$ cat config.mk
export PLATFORM = sky130hd
export DESIGN_NAME = rpl_geom
export DESIGN_NICKNAME = d
export VERILOG_FILES = /design/src/hdl/rpl_pkg.sv /design/src/hdl/rpl_geom.sv
export SDC_FILE = /design/constraint.sdc
export NUM_CORES = 2
export LEC_CHECK = 0
export BUFFER_PORTS_ARGS = -buffer_cell sky130_fd_sc_hd__buf_2
export CAP_MARGIN = 20
export CORE_ASPECT_RATIO = 0.9
export CORE_MARGIN = 4
export CORE_UTILIZATION = 60
export CTS_CLUSTER_DIAMETER = 30
export DETAILED_ROUTE_END_ITERATION = 10
export MAX_ROUTING_LAYER = met4
export PLACE_DENSITY = 0.85
export SKIP_LAST_GASP = 1
export SYNTH_ARGS = -nofsm -noshare
export SYNTH_HDL_FRONTEND = slang
export SYNTH_SLANG_ARGS = --single-unit
$ cat constraint.sdc
create_clock -name clk_i -period 9.1 [get_ports clk_i]
set_input_delay 1.82 -clock clk_i [delete_from_list [all_inputs] [get_ports clk_i]]
set_output_delay 1.82 -clock clk_i [all_outputs]
set_load 0.1 [all_outputs]
$ cat src/hdl/rpl_pkg.sv
// Shared constants, types and helper functions of the reflector pair locator.
package rpl_pkg;

  localparam int MAX_SAMPLES  = 1024;
  localparam int CORDIC_STEPS = 16;

  localparam int IDX_W  = $clog2(MAX_SAMPLES);
  localparam int CNT_W  = $clog2(MAX_SAMPLES + 1);
  localparam int STEP_W = $clog2(CORDIC_STEPS);

  localparam int RUN_W = 10;
  localparam logic [RUN_W-1:0] RUN_SAT = '1;
  localparam logic [RUN_W-1:0] RUN_PAIR = RUN_W'(2);

  localparam int DATA_W = 16;
  localparam int ANG_W  = 32;
  localparam int STEPA_W = 31;
  localparam int MID_W  = 17;

  localparam int XY_W = 18;
  localparam int Z_W  = 33;
  localparam int ACC_W = 33;
  localparam int PROD_W = 32;

  localparam logic signed [XY_W-1:0] CORDIC_GAIN = XY_W'(19898);
  localparam int Q15_MAX = 32767;
  localparam int MID_MAX = 65535;

  localparam logic [DATA_W-1:0] THRESHOLD_RESET = DATA_W'(8000);

  localparam int CFG_IDX_W = 2;
  localparam logic [CFG_IDX_W-1:0] CFG_THRESHOLD   = CFG_IDX_W'(0);
  localparam logic [CFG_IDX_W-1:0] CFG_START_ANGLE = CFG_IDX_W'(1);
  localparam logic [CFG_IDX_W-1:0] CFG_ANGLE_STEP  = CFG_IDX_W'(2);

  localparam int ATAN_IDX_W = 5;

  typedef enum logic [2:0] {
    S_IDLE,
    S_READ,
    S_ANGLE,
    S_ROTATE,
    S_MULT,
    S_ACCUM,
    S_EMIT
  } geom_state_e;

  typedef struct packed {
    logic [RUN_W-1:0] run_count;
    logic             pair;
    logic [IDX_W-1:0] centre_one;
    logic [IDX_W-1:0] centre_two;
  } scan_sum_t;

  typedef struct packed {
    logic [DATA_W-1:0]  threshold;
    logic [ANG_W-1:0]   start_angle;
    logic [STEPA_W-1:0] angle_step;
  } cfg_t;

  // arctangent of 2^-i in binary-angle units
  function automatic logic [ANG_W-1:0] atan_turns(input logic [ATAN_IDX_W-1:0] idx);
    logic [ANG_W-1:0] v;
    unique case (idx)
      5'd0:  v = 32'h20000000;
      5'd1:  v = 32'h12E4051E;
      5'd2:  v = 32'h09FB385B;
      5'd3:  v = 32'h051111D4;
      5'd4:  v = 32'h028B0D43;
      5'd5:  v = 32'h0145D7E1;
      5'd6:  v = 32'h00A2F61E;
      5'd7:  v = 32'h00517C55;
      5'd8:  v = 32'h0028BE53;
      5'd9:  v = 32'h00145F2F;
      5'd10: v = 32'h000A2F98;
      5'd11: v = 32'h000517CC;
      5'd12: v = 32'h00028BE6;
      5'd13: v = 32'h000145F3;
      5'd14: v = 32'h0000A2FA;
      5'd15: v = 32'h0000517D;
      5'd16: v = 32'h000028BE;
      5'd17: v = 32'h0000145F;
      5'd18: v = 32'h00000A30;
      5'd19: v = 32'h00000518;
      5'd20: v = 32'h0000028C;
      5'd21: v = 32'h00000146;
      5'd22: v = 32'h000000A3;
      5'd23: v = 32'h00000051;
      default: v = '0;
    endcase
    return v;
  endfunction

  function automatic logic signed [DATA_W-1:0] sat_q15(input logic signed [XY_W-1:0] v);
    logic signed [DATA_W-1:0] r;
    if (v > XY_W'(Q15_MAX)) begin
      r = DATA_W'(Q15_MAX);
    end else if (v < -XY_W'(Q15_MAX)) begin
      r = -DATA_W'(Q15_MAX);
    end else begin
      r = v[DATA_W-1:0];
    end
    return r;
  endfunction

  // floor((acc + 2^15) / 2^16), clipped to the output range
  function automatic logic signed [MID_W-1:0] round_mid(input logic signed [ACC_W-1:0] acc);
    logic signed [ACC_W:0]  t;
    logic signed [ACC_W-16:0] r;
    logic signed [MID_W-1:0] m;
    t = {acc[ACC_W-1], acc} + (ACC_W+1)'(32768);
    r = t[ACC_W:16];
    if (r > (ACC_W-15)'(MID_MAX)) begin
      m = MID_W'(MID_MAX);
    end else if (r < -(ACC_W-15)'(MID_MAX)) begin
      m = -MID_W'(MID_MAX);
    end else begin
      m = r[MID_W-1:0];
    end
    return m;
  endfunction

endpackage

$ cat src/hdl/rpl_geom.sv
// End-of-scan engine: with a pair, reads two ranges, iterative CORDIC, midpoint; output word.
module rpl_geom (
  input  logic                              clk_i,
  input  logic                              rst_ni,
  input  logic                              start_i,
  input  rpl_pkg::scan_sum_t                sum_i,
  input  logic [rpl_pkg::ANG_W-1:0]         start_angle_i,
  input  logic [rpl_pkg::STEPA_W-1:0]       angle_step_i,
  output logic                              idle_o,
  output logic                              ram_re_o,
  output logic [rpl_pkg::IDX_W-1:0]         ram_addr_o,
  input  logic [rpl_pkg::DATA_W-1:0]        ram_rdata_i,
  output logic                              out_valid_o,
  input  logic                              out_ready_i,
  output logic [rpl_pkg::RUN_W-1:0]         run_count_o,
  output logic                              pair_found_o,
  output logic signed [rpl_pkg::MID_W-1:0]  mid_x_o,
  output logic signed [rpl_pkg::MID_W-1:0]  mid_y_o
);

  rpl_pkg::geom_state_e state_q, state_d;

  rpl_pkg::scan_sum_t               sum_q;
  logic                             point_q;
  logic [rpl_pkg::ANG_W-1:0]        prod_q;
  logic [rpl_pkg::DATA_W-1:0]       range_q;
  logic                             flip_q;
  logic signed [rpl_pkg::XY_W-1:0]  x_q, y_q;
  logic signed [rpl_pkg::Z_W-1:0]   z_q;
  logic [rpl_pkg::STEP_W-1:0]       step_q;
  logic signed [rpl_pkg::PROD_W-1:0] mulx_q, muly_q;
  logic signed [rpl_pkg::ACC_W-1:0] accx_q, accy_q;

  logic                             out_valid_q;
  logic [rpl_pkg::RUN_W-1:0]        run_count_q;
  logic                             pair_q;
  logic signed [rpl_pkg::MID_W-1:0] mid_x_q, mid_y_q;

  logic                             load_out;
  logic                             slot_free;
  logic                             last_step;

  logic [rpl_pkg::IDX_W-1:0]                  cur_idx;
  logic [rpl_pkg::IDX_W+rpl_pkg::STEPA_W-1:0] ang_prod;
  logic [rpl_pkg::ANG_W-1:0]                  ang, ang_fold;
  logic                                       flip;
  logic signed [rpl_pkg::XY_W-1:0]            dx, dy, xs, ys;
  logic signed [rpl_pkg::Z_W-1:0]             atan_z;
  logic signed [rpl_pkg::DATA_W-1:0]          cos_v, sin_v;
  logic signed [rpl_pkg::DATA_W:0]            range_s;
  logic signed [2*rpl_pkg::DATA_W:0]          px, py;

  assign slot_free = !out_valid_q || out_ready_i;
  assign last_step = step_q == rpl_pkg::STEP_W'(rpl_pkg::CORDIC_STEPS - 1);
  assign cur_idx   = point_q ? sum_q.centre_two : sum_q.centre_one;

  always_comb begin
    state_d = state_q;
    unique case (state_q)
      rpl_pkg::S_IDLE: begin
        if (start_i) begin
          state_d = sum_i.pair ? rpl_pkg::S_READ : rpl_pkg::S_EMIT;
        end
      end
      rpl_pkg::S_READ:   state_d = rpl_pkg::S_ANGLE;
      rpl_pkg::S_ANGLE:  state_d = rpl_pkg::S_ROTATE;
      rpl_pkg::S_ROTATE: begin
        if (last_step) begin
          state_d = rpl_pkg::S_MULT;
        end
      end
      rpl_pkg::S_MULT:   state_d = rpl_pkg::S_ACCUM;
      rpl_pkg::S_ACCUM:  state_d = point_q ? rpl_pkg::S_EMIT : rpl_pkg::S_READ;
      rpl_pkg::S_EMIT: begin
        if (slot_free) begin
          state_d = rpl_pkg::S_IDLE;
        end
      end
      default: state_d = rpl_pkg::S_IDLE;
    endcase
  end

  always_comb begin
    idle_o   = 1'b0;
    ram_re_o = 1'b0;
    load_out = 1'b0;
    unique case (state_q)
      rpl_pkg::S_IDLE: idle_o   = 1'b1;
      rpl_pkg::S_READ: ram_re_o = 1'b1;
      rpl_pkg::S_EMIT: load_out = slot_free;
      default: begin
      end
    endcase
  end

  assign ram_addr_o = cur_idx;

  // bearing = start + index * step, folded into the right half-plane
  assign ang_prod = cur_idx * angle_step_i;
  assign ang      = start_angle_i + prod_q;
  assign flip     = ang[rpl_pkg::ANG_W-1] ^ ang[rpl_pkg::ANG_W-2];
  assign ang_fold = {ang[rpl_pkg::ANG_W-1] ^ flip, ang[rpl_pkg::ANG_W-2:0]};

  assign dx     = y_q >>> step_q;
  assign dy     = x_q >>> step_q;
  assign atan_z = $signed({1'b0,
                  rpl_pkg::atan_turns(rpl_pkg::ATAN_IDX_W'(step_q))});

  assign xs      = flip_q ? -x_q : x_q;
  assign ys      = flip_q ? -y_q : y_q;
  assign cos_v   = rpl_pkg::sat_q15(xs);
  assign sin_v   = rpl_pkg::sat_q15(ys);
  assign range_s = $signed({1'b0, range_q});
  assign px      = range_s * cos_v;
  assign py      = range_s * sin_v;

  always_ff @(posedge clk_i) begin
    unique case (state_q)
      rpl_pkg::S_IDLE: begin
        if (start_i) begin
          sum_q   <= sum_i;
          point_q <= 1'b0;
          accx_q  <= '0;
          accy_q  <= '0;
        end
      end
      rpl_pkg::S_READ: begin
        prod_q <= ang_prod[rpl_pkg::ANG_W-1:0];
      end
      rpl_pkg::S_ANGLE: begin
        range_q <= ram_rdata_i;
        flip_q  <= flip;
        x_q     <= rpl_pkg::CORDIC_GAIN;
        y_q     <= '0;
        z_q     <= {ang_fold[rpl_pkg::ANG_W-1], ang_fold};
        step_q  <= '0;
      end
      rpl_pkg::S_ROTATE: begin
        if (!z_q[rpl_pkg::Z_W-1]) begin
          x_q <= x_q - dx;
          y_q <= y_q + dy;
          z_q <= z_q - atan_z;
        end else begin
          x_q <= x_q + dx;
          y_q <= y_q - dy;
          z_q <= z_q + atan_z;
        end
        step_q <= step_q + rpl_pkg::STEP_W'(1);
      end
      rpl_pkg::S_MULT: begin
        mulx_q <= px[rpl_pkg::PROD_W-1:0];
        muly_q <= py[rpl_pkg::PROD_W-1:0];
      end
      rpl_pkg::S_ACCUM: begin
        accx_q  <= accx_q + rpl_pkg::ACC_W'(mulx_q);
        accy_q  <= accy_q + rpl_pkg::ACC_W'(muly_q);
        point_q <= 1'b1;
      end
      default: begin
      end
    endcase
    if (load_out) begin
      run_count_q <= sum_q.run_count;
      pair_q      <= sum_q.pair;
      mid_x_q     <= sum_q.pair ? rpl_pkg::round_mid(accx_q) : '0;
      mid_y_q     <= sum_q.pair ? rpl_pkg::round_mid(accy_q) : '0;
    end
  end

  always_ff @(posedge clk_i or negedge rst_ni) begin
    if (!rst_ni) begin
      state_q     <= rpl_pkg::S_IDLE;
      out_valid_q <= 1'b0;
    end else begin
      state_q <= state_d;
      if (load_out) begin
        out_valid_q <= 1'b1;
      end else if (out_ready_i) begin
        out_valid_q <= 1'b0;
      end
    end
  end

  assign out_valid_o  = out_valid_q;
  assign run_count_o  = run_count_q;
  assign pair_found_o = pair_q;
  assign mid_x_o      = mid_x_q;
  assign mid_y_o      = mid_y_q;

`ifndef SYNTHESIS
  a_start_idle: assert property (@(posedge clk_i) disable iff (!rst_ni)
    start_i |-> (state_q == rpl_pkg::S_IDLE))
    else $error("scan end while engine busy");

  a_no_pair_zero: assert property (@(posedge clk_i) disable iff (!rst_ni)
    (out_valid_q && !pair_q) |-> (mid_x_q == '0 && mid_y_q == '0))
    else $error("midpoint nonzero without a pair");
`endif

endmodule

Word-level counts from Yosys, hierarchy flattened
Memory sizes are Yosys's and may differ from the RTL's. A register that Yosys moved wholly into a read port is not among the register bits. Index checks and enable logic that the tools add are counted.

Add/subtract/negate cells: 14. $mul: 3. $lt $le $gt $ge: 8. Eq/ne operators: 10. Shift-type cells: 2. Mux-type cells: 35. Bitwise operators: 3. Reduce and logical (&&, ||, !) cells: 11.

Operators with widths (number): $pmux 33 s2 (3); $mux 16 (6); $mux 18 (4); $pmux 18 s2 (2); $add 33x17->34 const B (2); $add 33x32->33 (2); $mux 33 (2); $mul 17x16->32 (2); $add 18x18->18 (2); $gt 18x16->1 const B (2); $gt 18x17->1 const B (2); $lt 18x16->1 const B (2); $lt 18x17->1 const B (2); $neg 18->18 (2); $sshr 18x4->18 (2); $sub 18x18->18 (2); $mux 17 (2); $add 33x33->33 (1); $sub 33x33->33 (1); $add 32x32->32 (1); $mul 10x31->32 (1); $pmux 3 s7 (1); $mux 3 (5); $mux 10 (1); other kinds (19) (34).

Register bits: 333. ROM bits: 480. Input port bits: 114. Output and inout bits: 58. Memories: 1.

Memory list: (no name shown) (depth 16, bits a word 30, read ports 1, clocked after memory_dff 1, wr ports 0, RTL line rpl_pkg.sv:64) `unique case (idx)`.

Depth between registers and ports, before layout
Depth after elaboration: 6. Depth in mapped cells: 37. Gate-level depth less buffers: 35.

Least setup slack after synthesis
No wires, ideal clock.

Path kind: flip-flop to flip-flop. Start: reg x_q[3] (netlist name). End: reg mulx_q[31] (netlist name), data pin. Data arrival time: 8.093 ns. Required time: 8.835 ns. Path slack: 0.742 ns. Stages on the path, launching flop included: 33. Period minus slack after synthesis: 8.358 ns. Path through: edfxtp_1 -> buf_2 -> nor4_2 -> nand3b_1 -> or2_1 -> buf_2 -> o41ai_2 -> xor2_1 -> and2b_1 -> a31oi_1 -> nor2_2 -> buf_6 -> a21oi_2 -> buf_2 -> nand2_1 -> fa_1 -> fa_1 -> inv_1 -> fa_1 -> fa_1 -> fa_1 -> inv_1 -> fa_1 -> inv_1 -> ha_1 -> a21o_1 -> a21o_1 -> a21oi_1 -> o32ai_1 -> o41a_1 -> o31a_1 -> o21ai_0 -> a31oi_1.

Cells in the longest elaborated chain, start to end: 6. Elaborated cells on any way between the ends: 7. Those cells by class: add/sub: 1; mul: 1; order compare: 2; mux: 3.

Ends and longest elaborated chain: start: declaration (RTL line rpl_geom.sv:28) `logic signed [rpl_pkg::XY_W-1:0] x_q, y_q;`; start signal: assignment (RTL line rpl_geom.sv:133) `x_q <= rpl_pkg::CORDIC_GAIN;`; start signal: assignment (RTL line rpl_geom.sv:140) `x_q <= x_q - dx;`; start signal: assignment (RTL line rpl_geom.sv:144) `x_q <= x_q + dx;`; $neg 18->18 (RTL line rpl_geom.sv:109) `assign xs = flip_q ? -x_q : x_q;`; $mux 18 * (RTL line rpl_geom.sv:109); $lt 18x16->1 (RTL line rpl_pkg.sv:98) `end else if (v < -XY_W'(Q15_MAX)) begin`; $mux 16 (RTL line rpl_pkg.sv:98); $mux 16 * (RTL line rpl_pkg.sv:96) `if (v > XY_W'(Q15_MAX)) begin`; $mul 17x16->32 * (RTL line rpl_geom.sv:114) `assign px = range_s * cos_v;`; named net px, one bit (RTL line rpl_geom.sv:51) `logic signed [2*rpl_pkg::DATA_W:0] px, py;`; end signal: assignment (RTL line rpl_geom.sv:151) `mulx_q <= px[rpl_pkg::PROD_W-1:0];`; end: declaration (RTL line rpl_geom.sv:31) `logic signed [rpl_pkg::PROD_W-1:0] mulx_q, muly_q;`.

The timed path passes the listed nets; every way through them passes the cells marked *. A chain may end at the register's enable or synchronous reset.

Worst setup path in the final report
Start: reg x_q[10] (netlist name). End: reg mulx_q[30] (netlist name), data pin.

Same word-level chain as after synthesis.

==> results.md <==
- R2R setup slack: 0.21 ns
- DP Area: between 0.05 and 0.06 mm²
- Clock root buffer: clkbuf_16
- Largest net degree at the start of global routing: 68
- Delay of the slowest critical-path stage: approximately 0.55 ns
- Final Hold Viols: 0
- Hold EP: run_count_o[4]
- DIE WIDTH: ~310 µm
- Layout cells sized above 1: roughly 10%
- Residual DRC: 0
- # setup viols final: 0
- Path depth of the worst reg2reg path: 31
- Post-synthesis register bit count: approximately 360
- CTS tree: yes
- Post-DR vias/cell: ~6.0
- Largest cells by area after synthesis: fa_1 (24%), edfxtp_1 (20%), ha_1 (11%)
- Nets: about 6.7k
- Clk_lat worst skew: 0.64 ns
- Synthesized Nets: 6594
- Most used cell, CP: fa_1
- Hold Path Depth: 0
- Clock sinks: between 300 and 400
- Share of the synthesized area in the top cell type: between 20% and 30%
- Shortest period the worst path allows: 8.89 ns
- Max-cap violation count: 0
- Reg-to-Reg End: mulx_q[30]
- Placed wire-length estimate: around 95 mm
- Fill cells: 6051
- Initial antenna violation count: 0
- Reg area: 0.0106 mm²
- Status: completed
- Clock skew: about 0.026 ns
- Crit share post-route: between 90% and 100%
- Gate Count Post-Synth: 5432
- EDFF count, synth: roughly 330
- Slowest cell on the critical path: fa_1
- Final WL: about 130 mm
- First-pass GRT wire length: 211 mm
- Area grow syn2layout: 10.7%
- Core Util, Final: 67.1%
- Clock buffer depth: 3
- Yosys warnings: 0
- # diodes: 0
- Worst Hold Class: register to register
- Via Count: just over 40k
- Gr usage total: 30.1%
- Site Rows: 100
- Top FF cell, synth: edfxtp_1
- Synth unique cells: 95
- Vias in the first global route: 42.1k
- Element type at the critical path end: register
- Commonest non-fill, non-tap cells in the layout: inv_1 (734), nand2_1 (615), fa_1 (592), ha_1 (456), edfxtp_1 (329)
- Drt pass-1 iters: 6
- Buffers on Ports: 171
- Final Instance Area: around 0.056 mm²
- Crit Path Class: register to register
- Die Ht: 283 µm
- GRT overflow: 0
- CTS Buf Count: 83
- Hold path start: sum_q[25]
- Fin Hold WS: 0.416 ns
- Area of the multi-input gates: ~0.036 mm²
- Rel. slew slack: 23.6%
- RR Startpoint: x_q[10]
- Worst-Margin Slew: 1.15 ns
- DR iter-0 viols: ~3.3k
- Post-synth ARST share: 1.10%
- Post-synthesis area per instance: between 9 and 10 µm²
- Core box area: 0.0830 mm²
- Clock transition at the registers of the reported paths: about 0.05 ns
- Initial Util: just over 60%
- Cell area after synthesis: 0.0503 mm²
- H-tree depth: 3
- Die area: between 0.08 and 0.09 mm²
- Gpl congestion: about 0.95
- Crit path DAT: a little over 9 ns
- Commonest non-fill, non-tap cell in the layout: inv_1
- Boundary Pins: 172
- CP max FO: 20
- Largest area contributor in the netlist: fa_1
- Critical Path RT: approximately 9.5 ns
- Fmax achieved: approximately 0.11 GHz
- Slew Limit Fails: 0
- Register area share after synthesis: 21.0%
- ANT nets after route: 0
- Worst Setup Start Kind: register
- Post-DR wirelength/cell: approximately 19 µm
-- final cells by class --
class | instances | share of cell area (%)
Clock buffer | 92 | 3.94
Clock inverter | 62 | 1.27
Inverter | 737 | 4.97
Multi-Input combinational cell | 4109 | 65.1
Sequential cell | 363 | 19.0
Tap cell | 1122 | 2.52
Timing Repair Buffer | 290 | 3.20
-- synth_stat cells (31+ instances only) --
library cell and instances:
o21ai_0 185, and2_1 271, fa_1 592, nor2b_1 146, a31oi_1 35, ha_1 456
o21a_1 46, nand3_1 66, buf_1 31, edfxtp_1 329, a21oi_1 289, buf_2 42
nor2_1 328, inv_1 735, a21o_1 99, a211oi_1 35, nand2_1 616, clkbuf_1 143
xnor2_1 178, nand2b_1 40, xor2_1 154, nor3_1 94
-- layer usage --
layer	share of wire, %	global-route usage (%)	wire length [µm]	up-vias
met2	49	50.9	62900	1834
met1	38	35.5	49400	19700
met3	7.8	4.98	10000	435
met4	4.9	14.0	6290	0
met5	0	-	0	-
li1	-	-	-	18400
-- critical path, delay by kind of cell, from the launching register on --
kind            cells  cell delay, ns
fa+ha+maj           7            3.48
simple gates       10            1.98
compound gates      6            1.44
buf+inv             6            0.95
flops               1            0.38
xor+xnor            2            0.38
-- worst max path at each step --
| stage | from | endpoint | slack (ns) | cells past startpoint |
|---|---|---|---|---|
| floorplan | x_q[3] | mulx_q[31] | 0.74 | 32 |
| global placement | x_q[5] | mulx_q[31] | 0.32 | 32 |
| detailed placement | x_q[5] | mulx_q[31] | 0.03 | 32 |
| CTS | x_q[5] | mulx_q[30] | 0.03 | 32 |
| global route | x_q[5] | mulx_q[30] | -0.1 | 33 |
| finish | x_q[10] | mulx_q[30] | 0.21 | 31 |
-- what timing repair did --
action	CTS	global route
hold buffers	0	0
pin swaps	0	9
cloned	0	1
endpoints found under the setup margin	2	13
gates resized for setup	1	35
buffers inserted	0	15
-- metrics by stage --
| step | setup TNS, ns | setup slack, ns | instances |
|---|---|---|---|
| floorplan | 0 | 0.742 | 5432 |
| global placement | 0 | 0.320 | 6604 |
| detailed placement | 0 | 0.0315 | 6604 |
| CTS | 0 | 0.0253 | 6758 |
| global route | -0.179 | -0.0973 | 6775 |
| finish | 0 | 0.210 | 6775 |
-- cell families (layout without fill, tap and decap cells) --
group	Yosys count	after routing	share of synthesized area [%]
flops	363	363	21.0
simple gates	1753	1753	17.0
fa+ha+maj	1048	1048	34.9
buf+inv	961	1181	7.36
xor+xnor	332	332	5.78
compound gates	892	893	11.2
mux	83	83	2.75
-- registers in the layout (all words and copies together) (netlist names), 4 cells and up --
register	flops
x_q	18
z_q	33
accx_q	33
y_q	18
sum_q	31
prod_q	32
range_q	16
accy_q	33
mid_y_o	17
mid_x_o	17
muly_q	32
run_count_o	10
mulx_q	32
atan_z	30
step_q	4
Power is left out: the tool's default activity adds up to more than one toggle a clock period on the data nets, which glitch-free logic cannot reach.
