**config.mk**
```make
export PLATFORM = sky130hd
export DESIGN_NAME = rpl_scan
export DESIGN_NICKNAME = d
export VERILOG_FILES = /design/src/hdl/rpl_pkg.sv /design/src/hdl/rpl_scan.sv
export SDC_FILE = /design/constraint.sdc
export NUM_CORES = 1
export LEC_CHECK = 0
export ABC_AREA = 1
export ABC_CLOCK_PERIOD_IN_PS = 3700
export BUFFER_PORTS_ARGS = -buffer_cell sky130_fd_sc_hd__buf_4
export CORE_ASPECT_RATIO = 1.25
export CORE_UTILIZATION = 50
export CTS_CLUSTER_SIZE = 40
export DETAILED_ROUTE_END_ITERATION = 10
export PLACE_DENSITY = 0.79
export SETUP_SLACK_MARGIN = 0.3
export SYNTH_ARGS = -nofsm -noshare
export SYNTH_HDL_FRONTEND = slang
export SYNTH_SLANG_ARGS = --single-unit
```
**constraint.sdc**
```tcl
create_clock -name clk_i -period 3.7 [get_ports clk_i]
set_input_delay 0.37 -clock clk_i [delete_from_list [all_inputs] [get_ports clk_i]]
set_output_delay 0.37 -clock clk_i [all_outputs]
set_load 0.05 [all_outputs]
```
**src/hdl/rpl_pkg.sv**
```systemverilog
// Shared constants, types and helper functions of the reflector pair locator.
package rpl_pkg;

  localparam int MAX_SAMPLES  = 1024;
  localparam int CORDIC_STEPS = 16;

  localparam int IDX_W  = $clog2(MAX_SAMPLES);
  localparam int CNT_W  = $clog2(MAX_SAMPLES + 1);
  localparam int STEP_W = $clog2(CORDIC_STEPS);

  localparam int RUN_W = 10;
  localparam logic [RUN_W-1:0] RUN_SAT = '1;
  localparam logic [RUN_W-1:0] RUN_PAIR = RUN_W'(2);

  localparam int DATA_W = 16;
  localparam int ANG_W  = 32;
  localparam int STEPA_W = 31;
  localparam int MID_W  = 17;

  localparam int XY_W = 18;
  localparam int Z_W  = 33;
  localparam int ACC_W = 33;
  localparam int PROD_W = 32;

  localparam logic signed [XY_W-1:0] CORDIC_GAIN = XY_W'(19898);
  localparam int Q15_MAX = 32767;
  localparam int MID_MAX = 65535;

  localparam logic [DATA_W-1:0] THRESHOLD_RESET = DATA_W'(8000);

  localparam int CFG_IDX_W = 2;
  localparam logic [CFG_IDX_W-1:0] CFG_THRESHOLD   = CFG_IDX_W'(0);
  localparam logic [CFG_IDX_W-1:0] CFG_START_ANGLE = CFG_IDX_W'(1);
  localparam logic [CFG_IDX_W-1:0] CFG_ANGLE_STEP  = CFG_IDX_W'(2);

  localparam int ATAN_IDX_W = 5;

  typedef enum logic [2:0] {
    S_IDLE,
    S_READ,
    S_ANGLE,
    S_ROTATE,
    S_MULT,
    S_ACCUM,
    S_EMIT
  } geom_state_e;

  typedef struct packed {
    logic [RUN_W-1:0] run_count;
    logic             pair;
    logic [IDX_W-1:0] centre_one;
    logic [IDX_W-1:0] centre_two;
  } scan_sum_t;

  typedef struct packed {
    logic [DATA_W-1:0]  threshold;
    logic [ANG_W-1:0]   start_angle;
    logic [STEPA_W-1:0] angle_step;
  } cfg_t;

  // arctangent of 2^-i in binary-angle units
  function automatic logic [ANG_W-1:0] atan_turns(input logic [ATAN_IDX_W-1:0] idx);
    logic [ANG_W-1:0] v;
    unique case (idx)
      5'd0:  v = 32'h20000000;
      5'd1:  v = 32'h12E4051E;
      5'd2:  v = 32'h09FB385B;
      5'd3:  v = 32'h051111D4;
      5'd4:  v = 32'h028B0D43;
      5'd5:  v = 32'h0145D7E1;
      5'd6:  v = 32'h00A2F61E;
      5'd7:  v = 32'h00517C55;
      5'd8:  v = 32'h0028BE53;
      5'd9:  v = 32'h00145F2F;
      5'd10: v = 32'h000A2F98;
      5'd11: v = 32'h000517CC;
      5'd12: v = 32'h00028BE6;
      5'd13: v = 32'h000145F3;
      5'd14: v = 32'h0000A2FA;
      5'd15: v = 32'h0000517D;
      5'd16: v = 32'h000028BE;
      5'd17: v = 32'h0000145F;
      5'd18: v = 32'h00000A30;
      5'd19: v = 32'h00000518;
      5'd20: v = 32'h0000028C;
      5'd21: v = 32'h00000146;
      5'd22: v = 32'h000000A3;
      5'd23: v = 32'h00000051;
      default: v = '0;
    endcase
    return v;
  endfunction

  function automatic logic signed [DATA_W-1:0] sat_q15(input logic signed [XY_W-1:0] v);
    logic signed [DATA_W-1:0] r;
    if (v > XY_W'(Q15_MAX)) begin
      r = DATA_W'(Q15_MAX);
    end else if (v < -XY_W'(Q15_MAX)) begin
      r = -DATA_W'(Q15_MAX);
    end else begin
      r = v[DATA_W-1:0];
    end
    return r;
  endfunction

  // floor((acc + 2^15) / 2^16), clipped to the output range
  function automatic logic signed [MID_W-1:0] round_mid(input logic signed [ACC_W-1:0] acc);
    logic signed [ACC_W:0]  t;
    logic signed [ACC_W-16:0] r;
    logic signed [MID_W-1:0] m;
    t = {acc[ACC_W-1], acc} + (ACC_W+1)'(32768);
    r = t[ACC_W:16];
    if (r > (ACC_W-15)'(MID_MAX)) begin
      m = MID_W'(MID_MAX);
    end else if (r < -(ACC_W-15)'(MID_MAX)) begin
      m = -MID_W'(MID_MAX);
    end else begin
      m = r[MID_W-1:0];
    end
    return m;
  endfunction

endpackage

```
**src/hdl/rpl_scan.sv**
```systemverilog
// Per-sample front end: range store writes, run tracking and scan summary.
module rpl_scan (
  input  logic                          clk_i,
  input  logic                          rst_ni,
  input  logic                          accept_i,
  input  logic [rpl_pkg::DATA_W-1:0]    intensity_i,
  input  logic [rpl_pkg::DATA_W-1:0]    range_mm_i,
  input  logic                          last_i,
  input  logic [rpl_pkg::DATA_W-1:0]    threshold_i,
  output logic                          ram_we_o,
  output logic [rpl_pkg::IDX_W-1:0]     ram_addr_o,
  output logic [rpl_pkg::DATA_W-1:0]    ram_wdata_o,
  output logic                          done_o,
  output rpl_pkg::scan_sum_t            sum_o
);

  logic [rpl_pkg::CNT_W-1:0] sample_index_q, sample_index_d;
  logic                      run_active_q, run_active_d;
  logic [rpl_pkg::IDX_W-1:0] run_first_q, run_first_d;
  logic [rpl_pkg::IDX_W-1:0] run_last_q, run_last_d;
  logic [rpl_pkg::RUN_W-1:0] runs_q, runs_d;
  logic [rpl_pkg::IDX_W-1:0] centre_one_q, centre_one_d;
  logic [rpl_pkg::IDX_W-1:0] centre_two_q, centre_two_d;

  logic                      in_cap;
  logic [rpl_pkg::IDX_W-1:0] idx;
  logic                      hit;
  logic                      close;
  logic [rpl_pkg::IDX_W-1:0] close_first, close_last;
  logic [rpl_pkg::IDX_W:0]   csum;
  logic [rpl_pkg::IDX_W-1:0] centre;

  assign in_cap = sample_index_q < rpl_pkg::CNT_W'(rpl_pkg::MAX_SAMPLES);
  assign idx    = sample_index_q[rpl_pkg::IDX_W-1:0];
  assign hit    = intensity_i >= threshold_i;

  always_comb begin
    run_active_d = run_active_q;
    run_first_d  = run_first_q;
    run_last_d   = run_last_q;
    close        = 1'b0;
    close_first  = run_first_q;
    close_last   = run_last_q;
    if (in_cap) begin
      if (hit) begin
        if (!run_active_q) begin
          run_first_d = idx;
        end
        run_last_d   = idx;
        run_active_d = 1'b1;
      end else begin
        close        = run_active_q;
        run_active_d = 1'b0;
      end
    end
    // open run is closed on the final sample
    if (last_i && run_active_d) begin
      close       = 1'b1;
      close_first = run_first_d;
      close_last  = run_last_d;
    end
  end

  assign csum   = {1'b0, close_first} + {1'b0, close_last};
  assign centre = csum[rpl_pkg::IDX_W:1];

  always_comb begin
    runs_d       = runs_q;
    centre_one_d = centre_one_q;
    centre_two_d = centre_two_q;
    if (close && (close_first != close_last)) begin
      if (runs_q == '0) begin
        centre_one_d = centre;
      end else if (runs_q == rpl_pkg::RUN_W'(1)) begin
        centre_two_d = centre;
      end
      if (runs_q != rpl_pkg::RUN_SAT) begin
        runs_d = runs_q + rpl_pkg::RUN_W'(1);
      end
    end
  end

  assign sample_index_d = sample_index_q + rpl_pkg::CNT_W'(in_cap);

  always_ff @(posedge clk_i or negedge rst_ni) begin
    if (!rst_ni) begin
      sample_index_q <= '0;
      run_active_q   <= 1'b0;
      run_first_q    <= '0;
      run_last_q     <= '0;
      runs_q         <= '0;
      centre_one_q   <= '0;
      centre_two_q   <= '0;
    end else if (accept_i) begin
      if (last_i) begin
        sample_index_q <= '0;
        run_active_q   <= 1'b0;
        run_first_q    <= '0;
        run_last_q     <= '0;
        runs_q         <= '0;
        centre_one_q   <= '0;
        centre_two_q   <= '0;
      end else begin
        sample_index_q <= sample_index_d;
        run_active_q   <= run_active_d;
        run_first_q    <= run_first_d;
        run_last_q     <= run_last_d;
        runs_q         <= runs_d;
        centre_one_q   <= centre_one_d;
        centre_two_q   <= centre_two_d;
      end
    end
  end

  assign ram_we_o    = accept_i && in_cap;
  assign ram_addr_o  = idx;
  assign ram_wdata_o = range_mm_i;

  assign done_o           = accept_i && last_i;
  assign sum_o.run_count  = runs_d;
  assign sum_o.pair       = runs_d == rpl_pkg::RUN_PAIR;
  assign sum_o.centre_one = centre_one_d;
  assign sum_o.centre_two = centre_two_d;

`ifndef SYNTHESIS
  a_index_bound: assert property (@(posedge clk_i) disable iff (!rst_ni)
    sample_index_q <= rpl_pkg::CNT_W'(rpl_pkg::MAX_SAMPLES))
    else $error("sample index beyond capacity");

  a_run_order: assert property (@(posedge clk_i) disable iff (!rst_ni)
    run_active_q |-> (run_first_q <= run_last_q))
    else $error("open run has first index after last index");
`endif

endmodule

```
# Word level (Yosys, flattened, before mapping)
# Cells that the tools add are included.
# W data, S select, Z words.
dict set report word_totals {
  regBits 62
  in_bits 52
  wordCells 47
}
dict set report op_classes {
  addsub 3
  n_lt_le_gt_ge 2
  n_eq_ne 4
  muxes 26
  n_reduce_logical 5
}
# cell n
set op_table {}
lappend op_table {{$mux W10} 19}
lappend op_table {{$ge A16 B16 Y1} 1}
lappend op_table {{$add A10 B10 Y11} 1}
lappend op_table {{$add A11 B1 Y11} 1}
lappend op_table {{$lt A11 B11 Y1 const B} 1}
lappend op_table {{$mux W11} 1}
lappend op_table {{$add A10 B1 Y10 const B} 1}
lappend op_table {{$eq A10 B1 Y1 const B} 1}
lappend op_table {{$eq A10 B2 Y1 const B} 1}
lappend op_table {{$logic_not A10 Y1} 1}
lappend op_table {{$ne A10 B10 Y1} 1}
lappend op_table {{$ne A10 B10 Y1 const B} 1}
lappend op_table {{$mux W1} 6}
lappend op_table {{$logic_and A1 B1 Y1} 4}

# Logic depth before layout (Yosys ltp)
# Gate-level depths: netlist of the first run.
dict set report logic_depth {
  depth_word 10
  mapped_depth 31
}

# Worst setup path before layout of the first run
# Ideal clock, no wire load.
dict set report synth_path {
  path_kind {input to output}
  start {input threshold_i[7] (netlist bit)}
  end {output sum_o[20] (netlist bit)}
  arrival_ps 4235
  required_time_ps 3330
  slack_ps -905
  stages 28
  cell_sequence {inv_1 -> ha_1 -> nand2_1 -> inv_2 -> nand2_1 -> nor2_1 -> nor2_1 -> nand2_1 -> nand2_2 -> and2_1 -> nor2_1 -> nand2_1 -> buf_2 -> nand2_1 -> o21ai_1 -> o21ai_0 -> ha_1 -> nor4_1 -> nand3_1 -> nor2_1 -> inv_1 -> nand2_4 -> inv_2 -> nand2_1 -> nand2_1 -> nor2_2 -> nand2_1 -> nor2_1}
}
# element line
set synth_rtl {}
lappend synth_rtl {{start, declared} rpl_scan.sv:9} ;# input logic [rpl_pkg::DATA_W-1:0] threshold_i,
lappend synth_rtl {{end, declared} rpl_scan.sv:14} ;# output rpl_pkg::scan_sum_t sum_o

==> results of run 1 <==
==> how the worst min path moves through the flow <==
| stage | from | to | slack (ns) | depth (start not counted) |
|---|---|---|---|---|
| 2_1_floorplan | rst_ni | centre_one_q[0] | 0.07 | 0 |
| 3_3_place_gp | centre_two_q[5] | centre_two_q[5] | 0.49 | 2 |
| 3_5_place_dp | centre_two_q[3] | centre_two_q[3] | 0.49 | 2 |
| 4_1_cts | rst_ni | run_active_q | 0.17 | 1 |
| 5_1_grt | rst_ni | runs_q[3] | 0.21 | 1 |
| 6_report | rst_ni | run_active_q | 0.12 | 1 |
==> area by class of cell <==
class | instances | area [sq um] | area share, %
flip-flops and latches | 62 | 1550 | 19.7
clock inverters | 5 | 58.8 | 0.747
repair buffers | 178 | 1790 | 22.8
inverters | 98 | 428 | 5.44
multi-input cells | 489 | 3640 | 46.3
clock buffers | 11 | 243 | 3.08
well taps | 123 | 154 | 1.96
==> flip-flops by register name, indices dropped and copies added (netlist names) <==
signal and count:
run_last_q 10, centre_two_q 10, runs_q 10, run_active_q 1, run_first_q 10, sample_index_q 11
centre_one_q 10
==> per-layer routing <==
metal  up-vias  routed length, microns  share of wire (%)
met5         -                       0                  0
met4         0                    1060                6.0
met3       102                    1110                6.3
met2       301                    9050                 52
met1      2636                    6290                 36
li1       2511                       -                  -
==> cell families after synthesis <==
family	Yosys count	synth area share [%]
fa+ha+maj	32	8.47
simple gates	303	27.0
compound gates	145	16.3
flops	62	32.2
xor+xnor	9	1.64
buf+inv	148	14.3
==> worst max-delay path, cell delays in order <==
cell      delay [ns]
buf_4           0.11
ha_1            0.31
nand4_1         0.14
nor2_1          0.17
nand2_2         0.07
and2_4          0.14
nor2_4          0.17
nand2_4         0.13
buf_16          0.16
nand2_4         0.06
o21ai_4         0.05
o21ai_2         0.20
ha_4            0.25
nor4_4          0.34
nand3_2         0.17
nor2_4          0.17
clkinv_4        0.15
nand2_4         0.11
nor2_4          0.06
nand2_1         0.14
nor2_2          0.07
nor2_4          0.12
buf_4           0.13
buf_6           0.09
buf_8           0.13
==> metrics by stage <==
stage               cell area, sq um  power (W)  std cells  setup TNS [ns]
finish                          7870    0.00325        966          -18.23
global route                    7870    0.00337        966          -28.19
CTS                             7440    0.00304        954           -9.15
detailed placement              6500    0.00195        924          -14.19
global placement                6500    0.00192        924          -11.09
floorplan                       5500    0.00160        699          -0.104
==> power groups by stage <==
stage	sequential, W	clock, W	combinational [W]
6_report	0.000772	0.000874	0.00161
5_1_grt	0.000776	0.000900	0.00170
4_1_cts	0.000766	0.000868	0.00141
3_5_place_dp	0.000776	0	0.00117
3_3_place_gp	0.000773	0	0.00115
2_1_floorplan	0.000767	0	0.000835
==> cells in the final DEF, fill, tap and decap left out, drive strengths merged, types with 2 or more instances in the layout <==
cell      count
a21oi        19
a22o          4
buf         177
clkbuf       12
clkinv        6
clkinvlp      2
dfrtp        62
ha           31
inv          94
nand2       217
nand3        33
nand4         8
nor2         36
nor3          5
nor4          2
o21a          7
o21ai       101
o22ai        11
xnor2         2
xor2          7
==> what timing repair did <==
action | in CTS | in global routing
buffers inserted | 11 | 11
setup endpoints to repair | 51 | 61
pin swaps | 27 | 38
hold buffers | 0 | 0
resized for setup | 120 | 84
gates cloned | 3 | 1
==> impl_metrics.env, run 1 <==
export IMPL_status="complete, but fails checks"
export IMPL_failed_checks="negative setup slack"
export IMPL_wire_per_inst_microns=18.1
export IMPL_grt_first_pass_wirelength_mm=24.8
export IMPL_fin_crit_ns=4.40
export IMPL_ys_warnings_count=0
export IMPL_gp_congestion=0.881
export IMPL_synth_edf_count=0
export IMPL_switchingPower_w=0.00129
export IMPL_reg2reg_depth=20
export IMPL_synth_flop_cell="dfrtp_1"
export IMPL_crit_type="input pin to output pin"
export IMPL_leakage_nw=3.73
export IMPL_grt_antenna_before_repair=0
export IMPL_fmax_ghz=0.227
export IMPL_endpoint="sum_o[24]"
export IMPL_grt_max_degree=63
export IMPL_worst_slew_pin_slew_ns=0.957
export IMPL_area_growth_pct=63.5
export IMPL_skew_ns=0.00797
export IMPL_avgSynthCellArea_sq_um=6.89
export IMPL_htreeDepth=3
export IMPL_vias_per_cell=5.75
export IMPL_synth_common_cells="nand2_1, inv_1, o21ai_0"
export IMPL_r2r_slack_ns=0.27
export IMPL_finalCritPeriodShare_pct=119
export IMPL_drive_gt1_share_pct=45.0
export IMPL_layout_nets=922
export IMPL_cts_made_buffers=9
export IMPL_fin_util_pct=85.3
export IMPL_setup_viol=37
export IMPL_clkSinkCount=62
export IMPL_synth_async_reset_ratio_pct=100
export IMPL_max_cap_viol_count=0
export IMPL_grtUsageMet3_pct=5.46
export IMPL_final_hold_violation_count=0
export IMPL_grt_met1_usage_pct=33.0
export IMPL_cts_tree="yes"
export IMPL_synth_top_cell_area_share_pct=32.2
export IMPL_vias=5550
export IMPL_crit_start="intensity_i[15]"
export IMPL_syn_area_sq_mm=0.00481
export IMPL_synth_seq_cells=62
export IMPL_synth_area_leaders="dfrtp_1, nand2_1, ha_1"
export IMPL_synthCells=699
export IMPL_drt_initial_drc_count=431
export IMPL_power_internal_w=0.00196
export IMPL_core_sq_mm=0.00922
export IMPL_synth_fp_nets=783
export IMPL_firstDrtPassIters=6
export IMPL_critPathArrivalTime_ns=4.03
export IMPL_yosysMostFrequentCell="nand2_1"
export IMPL_power_density_mw_per_mm2=413
export IMPL_critPathMaxFanout=8
export IMPL_seq_power_share_pct=23.7
export IMPL_fp_dieW_microns=89.8
export IMPL_r2r_end="centre_one_q[0]"
export IMPL_switching_share_pct=39.7
export IMPL_clkPwrFrac_pct=26.9
export IMPL_start_kind="input pin"
export IMPL_drc=0
export IMPL_clkTransAtPathRegs_ns=0.05
export IMPL_ant_nets=0
export IMPL_hold_path_class="input pin to async pin"
export IMPL_port_buffers=78
export IMPL_overflow=0
export IMPL_diodes=0
export IMPL_clockRootBuffer="clkbuf_16"
export IMPL_cp_required_ns=3.33
export IMPL_gr_max_usage_layer="met2"
export IMPL_synth_distinct_cells=37
export IMPL_rows=39
export IMPL_power_frac_comb_pct=49.4
export IMPL_yosys_area_top_type="dfrtp_1"
export IMPL_die_h_microns=112
export IMPL_ir_worst_vdd_mv=0.256
export IMPL_worst_slack_ns=-0.698
export IMPL_grt_pass1_vias=5379
export IMPL_slew_viol_final=0
export IMPL_grt_usage_pct=30.8
export IMPL_dpl_worst_slack_ns=-0.493
export IMPL_start_util_pct=52.2
export IMPL_fillers=454
export IMPL_rsz0062_at_grt="true"
export IMPL_whs_ns=0.118
export IMPL_grt_met2_usage_pct=58.2
export IMPL_routed_wl_mm=17.5
export IMPL_clk_path_buf_depth=2
export IMPL_insertion_delay_ns=0.35
export IMPL_dieArea_sq_mm=0.0100
export IMPL_io_pin_count=111
export IMPL_end_kind="output pin"
export IMPL_relSlewSlack_pct=36.1
export IMPL_ys_seq_area_share_pct=32.2
export IMPL_worstReg2RegStart="sample_index_q[10]"
export IMPL_dp_hpwl_mm=9.47
Power figures use the tool's default switching activity.
==> run 2: changes to the inputs <==
CORE_ASPECT_RATIO = 2   (was 1.25)
==> run 2 against run 1 <==
Against the previous run: the flow finishes with violations (design-rule violations, negative setup slack); clock skew is 0.0049 ns higher; utilization is 6.2 points higher; non-clock buffer count is 36 higher; sequential power is 1% higher; fmax is 6.0% lower; worst setup slack worse by 0.28 ns; count of clock-buffer cells in the layout is 1 higher; total power is 9.0% higher; global-route usage is 9.6 points higher; sequential share of layout area is 1.7 points lower; critical endpoint is now sum_o[19].
==> impl_metrics.env, run 2 (same netlist as run 1, synthesis figures left out) <==
export IMPL_rows=50
export IMPL_fillers=316
export IMPL_dpl_worst_slack_ns=-0.545
export IMPL_cts_made_buffers=9
export IMPL_power_internal_w=0.00209
export IMPL_clkPwrFrac_pct=27.1
export IMPL_cpMostUsedCell="nand2_2"
export IMPL_die_h_microns=141
export IMPL_firstDrtPassIters=10
export IMPL_grt_antenna_before_repair=0
export IMPL_gr_max_usage_layer="met2"
export IMPL_fmax_ghz=0.214
export IMPL_port_buffers=78
export IMPL_grt_pass1_vias=6319
export IMPL_grt_first_pass_wirelength_mm=30.7
export IMPL_fin_crit_ns=4.68
export IMPL_largest_register="sample_index_q"
export IMPL_worst_slew_pin_slew_ns=0.909
export IMPL_switching_share_pct=41.0
export IMPL_finalCritPeriodShare_pct=126
export IMPL_register_area_sq_mm=0.00155
export IMPL_status="complete, but fails checks"
export IMPL_ant_nets=0
export IMPL_fp_dieW_microns=71.4
export IMPL_worstReg2RegStart="sample_index_q[10]"
export IMPL_core_sq_mm=0.00938
export IMPL_relSlewSlack_pct=39.3
export IMPL_final_common_cell="nand2_1"
export IMPL_worst_slack_ns=-0.980
export IMPL_cp_required_ns=3.33
export IMPL_crit_type="input pin to output pin"
export IMPL_overflow=0
export IMPL_final_cell_mix="nand2_1, buf_4, buf_6, inv_1, dfrtp_1"
export IMPL_insertion_delay_ns=0.36
export IMPL_critPathArrivalTime_ns=4.31
export IMPL_ir_worst_vdd_mv=0.310
export IMPL_power_frac_comb_pct=50.8
export IMPL_clk_path_buf_depth=2
export IMPL_drt_initial_drc_count=650
export IMPL_leakage_nw=4.08
export IMPL_hold_path_class="input pin to async pin"
export IMPL_hold_buffers=0
export IMPL_vias_per_cell=6.76
export IMPL_grtUsageMet3_pct=10.6
export IMPL_start_kind="input pin"
export IMPL_area_growth_pct=78.5
export IMPL_htreeDepth=3
export IMPL_skew_ns=0.0129
export IMPL_max_cap_viol_count=0
export IMPL_stdcell_count=984
export IMPL_power_density_mw_per_mm2=413
export IMPL_crit_slowest_cell="ha_1"
export IMPL_grt_met2_usage_pct=71.7
export IMPL_grt_met1_usage_pct=35.6
export IMPL_multi_input_area_sq_mm=0.00387
export IMPL_layout_nets=959
export IMPL_drive_gt1_share_pct=52.0
export IMPL_failed_checks="design-rule violations, negative setup slack"
export IMPL_rsz0062_at_grt="true"
export IMPL_placed_cells=905
export IMPL_seq_power_share_pct=22.1
export IMPL_r2r_slack_ns=-0.03
export IMPL_final_hold_violation_count=0
export IMPL_grt_max_degree=63
export IMPL_routed_wl_mm=25.6
export IMPL_vias=6648
export IMPL_gp_congestion=0.954
export IMPL_cts_tree="yes"
export IMPL_io_pin_count=111
export IMPL_end_kind="output pin"
export IMPL_reg2reg_depth=28
export IMPL_diodes=0
export IMPL_setup_viol=51
export IMPL_clockRootBuffer="clkbuf_16"
export IMPL_largest_register_ffs=11
export IMPL_start_util_pct=51.3
export IMPL_clkTransAtPathRegs_ns=0.07
export IMPL_slew_viol_final=0
export IMPL_dp_hpwl_mm=10.5
export IMPL_wire_per_inst_microns=26.0
export IMPL_r2r_end="run_last_q[7]"
export IMPL_dieArea_sq_mm=0.0100
export IMPL_switchingPower_w=0.00145
export IMPL_clkSinkCount=62
export IMPL_critPathMaxFanout=5
export IMPL_grt_usage_pct=40.5
export IMPL_slowest_delay_ns=0.32
export IMPL_drc=3
## run 2: cell types whose count changed in the layout (fill, tap and decap cells not counted), moves of 9 or more
cell,previous run,this run
buf_6,39,65
inv_1,73,64
nand2_1,153,133
nand2_2,26,42
o21ai_0,41,25
o21ai_1,24,37
## run 2: power by group through the flow
| stage | clock (W) | combinational, W | sequential, W |
|---|---|---|---|
| floorplan | 0 | 0.000835 | 0.000767 |
| global placement | 0 | 0.00113 | 0.000774 |
| detailed placement | 0 | 0.00116 | 0.000778 |
| CTS | 0.000929 | 0.00145 | 0.000770 |
| global route | 0.000974 | 0.00186 | 0.000784 |
| finish | 0.000961 | 0.00180 | 0.000783 |
## run 2: worst max-delay path, delay by kind of cell
kind	cells	cell delay (ns)
compound gates	5	0.44
fa+ha+maj	2	0.59
buf+inv	7	1.10
simple gates	14	1.75
## run 2: area by class of cell
cell class,count,share of cell area [%]
inverter,98,5.07
multi-input combinational,490,45.0
tap,104,1.51
clock buffer,12,2.87
timing repair buffer,214,26.7
clock inverter,4,0.815
sequential,62,18.1
## run 2: worst max-delay path by stage
stage	slack, ns	startpoint	end
2_1_floorplan	-0.10	threshold_i[7]	sum_o[20]
3_3_place_gp	-0.47	threshold_i[7]	sum_o[20]
3_5_place_dp	-0.55	threshold_i[7]	sum_o[19]
4_1_cts	-0.39	intensity_i[13]	sum_o[20]
5_1_grt	-1.16	threshold_i[9]	sum_o[20]
6_report	-0.98	intensity_i[13]	sum_o[19]
## run 2: metal layers
metal | vias up | part of all wire [%]
met5 | - | 0
met2 | 667 | 48
met3 | 292 | 11
met4 | 0 | 12
met1 | 3104 | 29
li1 | 2585 | -
## run 2: metrics by stage
step           TNS [ns]  utilization (%)  cell area, sq um  total power, W  hold slack (ns)
6_report         -23.86             91.6              8590         0.00354            0.110
5_1_grt          -34.67             91.6              8590         0.00362            0.171
4_1_cts           -8.79             82.8              7770         0.00315            0.147
3_5_place_dp     -17.83             68.4              6420         0.00194            0.496
3_3_place_gp     -13.51             68.4              6420         0.00191            0.484
2_1_floorplan    -0.104                -              5500         0.00160           0.0744
## run 2: repair_timing
item / 4_1_cts / 5_1_grt
gates cloned: 7 / 2
buffers inserted: 38 / 16
pin swaps: 49 / 46
endpoints found under the setup margin: 55 / 62
gates resized for setup: 152 / 171
==> run 3: changes to the inputs <==
ABC_CLOCK_PERIOD_IN_PS = 5800   (was 3700)
PLACE_DENSITY = 0.76   (was 0.79)
clock period = 5.8 ns   (was 3.7 ns; I/O delays follow)
==> run 3 against run 2 <==
Against the previous run: the flow finishes with violations (design-rule violations); largest power group is now clock; flip-flop and latch count unchanged; clock power decreased by 43%; critical path type unchanged; final area decreased by 36%; non-clock buffer count is 134 lower; clock skew shrank 0.0080 ns; utilization fell by 33 points; critical path depth is 4 lower; combinational power fell by 71%; wire length down 50%; sequential share of layout area rose by 10 points.
==> impl_metrics.env, run 3 (same netlist as run 1, synthesis figures left out) <==
export IMPL_worst_slack_ns=0.802
export IMPL_grt_antenna_before_repair=0
export IMPL_wire_per_inst_microns=15.1
export IMPL_die_h_microns=141
export IMPL_ir_worst_vdd_mv=0.162
export IMPL_end_kind="output pin"
export IMPL_largest_register_ffs=11
export IMPL_setup_viol=0
export IMPL_hold_buffers=0
export IMPL_multi_input_area_sq_mm=0.00258
export IMPL_fillers=845
export IMPL_port_buffers=78
export IMPL_dpl_worst_slack_ns=0.449
export IMPL_final_common_cell="nand2_1"
export IMPL_routed_wl_mm=12.8
export IMPL_leakage_nw=2.89
export IMPL_final_hold_violation_count=0
export IMPL_power_density_mw_per_mm2=282
export IMPL_status="complete, but fails checks"
export IMPL_cts_made_buffers=9
export IMPL_vias=4735
export IMPL_cts_tree="yes"
export IMPL_clockRootBuffer="clkbuf_16"
export IMPL_io_pin_count=111
export IMPL_fp_dieW_microns=71.4
export IMPL_clk_path_buf_depth=2
export IMPL_fin_crit_ns=5.00
export IMPL_firstDrtPassIters=8
export IMPL_critPathArrivalTime_ns=4.42
export IMPL_grt_first_pass_wirelength_mm=21.2
export IMPL_largest_register="sample_index_q"
export IMPL_hold_path_class="input pin to async pin"
export IMPL_max_cap_viol_count=0
export IMPL_htreeDepth=3
export IMPL_core_sq_mm=0.00938
export IMPL_overflow=0
export IMPL_start_kind="input pin"
export IMPL_drc=4
export IMPL_rsz0062_at_grt="false"
export IMPL_gp_congestion=1.00
export IMPL_final_cell_mix="nand2_1, inv_1, buf_4, o21ai_0, dfrtp_1"
export IMPL_start_util_pct=51.3
export IMPL_fmax_ghz=0.200
export IMPL_rows=50
export IMPL_critPathMaxFanout=20
export IMPL_crit_type="input pin to output pin"
export IMPL_r2r_slack_ns=2.27
export IMPL_vias_per_cell=5.58
export IMPL_clkTransAtPathRegs_ns=0.05
export IMPL_area_growth_pct=15.0
export IMPL_register_area_sq_mm=0.00155
export IMPL_grt_pass1_vias=4722
export IMPL_cp_required_ns=5.22
export IMPL_drive_gt1_share_pct=16.2
export IMPL_layout_nets=824
export IMPL_fin_setup_tns_ns=0
export IMPL_drt_initial_drc_count=242
export IMPL_ant_nets=0
export IMPL_dp_hpwl_mm=9.79
export IMPL_insertion_delay_ns=0.34
export IMPL_diodes=0
export IMPL_relSlewSlack_pct=45.2
export IMPL_post_cts_resize_count=0
export IMPL_dieArea_sq_mm=0.0100
export IMPL_skew_ns=0.00491
export IMPL_grt_usage_pct=27.3
export IMPL_finalCritPeriodShare_pct=86.2
export IMPL_clkSinkCount=62
export IMPL_failed_checks="design-rule violations"
export IMPL_worst_slew_pin_slew_ns=0.821
export IMPL_slew_viol_final=0
export IMPL_reg2reg_depth=20
export IMPL_post_cts_buffers=0
export IMPL_grt_max_degree=63
## run 3: cell type report
cell class	count	share of cell area [%]
tap	104	2.35
timing repair buffer	80	10.8
clock buffer	13	4.70
inverter	98	6.71
clock inverter	3	0.768
multi-input combinational	489	46.6
sequential	62	28.0
## run 3: routing by layer
layer,routed length [microns],vias up,global-route usage [%]
met5,0,-,0
met4,873,0,21.6
met3,515,53,4.79
met2,7030,171,51.4
met1,4430,2207,24.5
li1,-,2304,-
## run 3: per-stage QoR
step | util (%) | cell area (sq um) | total power, W | hold slack [ns] | cells
global route | 59.0 | 5540 | 0.00164 | 0.393 | 849
floorplan | - | 4810 | 0.000903 | 0.284 | 699
finish | 59.0 | 5540 | 0.00156 | 0.331 | 849
CTS | 58.9 | 5530 | 0.00156 | 0.367 | 849
detailed placement | 55.7 | 5220 | 0.00101 | 0.466 | 833
global placement | 55.7 | 5220 | 0.00100 | 0.462 | 833
## run 3: worst paths after layout
check / from / end
setup / recovery: intensity_i[15] / sum_o[20]
hold reg to reg: centre_two_q[1] / centre_two_q[1]
max in group asynchronous: rst_ni / sample_index_q[0]
hold / removal: rst_ni / centre_one_q[1]
min in group clk_i: centre_two_q[1] / centre_two_q[1]
setup reg to reg: sample_index_q[10] / centre_one_q[9]
## run 3: critical path, cell delays in order
cell and delay [ns]:
buf_4 0.11, ha_1 0.32, a21oi_1 0.14, o21ai_0 0.11
nor2_2 0.18, and2_1 0.15, nor2_1 0.06, buf_4 0.21
o21ai_0 0.37, nand2_1 0.09, o21ai_1 0.17, ha_1 0.31
nor4_1 0.26, nand3_1 0.11, nor2_1 0.10, inv_1 0.15
nand2_4 0.20, inv_2 0.16, nand2_1 0.09, nand2_1 0.09
nor2_2 0.11, nand2_1 0.05, nor2_1 0.10, buf_4 0.20
## run 3: power breakdown
group | switching [W] | leakage [nW] | internal (W)
sequential | 0.0000227 | 0.851 | 0.000462
clock | 0.000192 | 0.146 | 0.000355
combinational | 0.000367 | 1.89 | 0.000161
total | 0.000582 | 2.89 | 0.000978
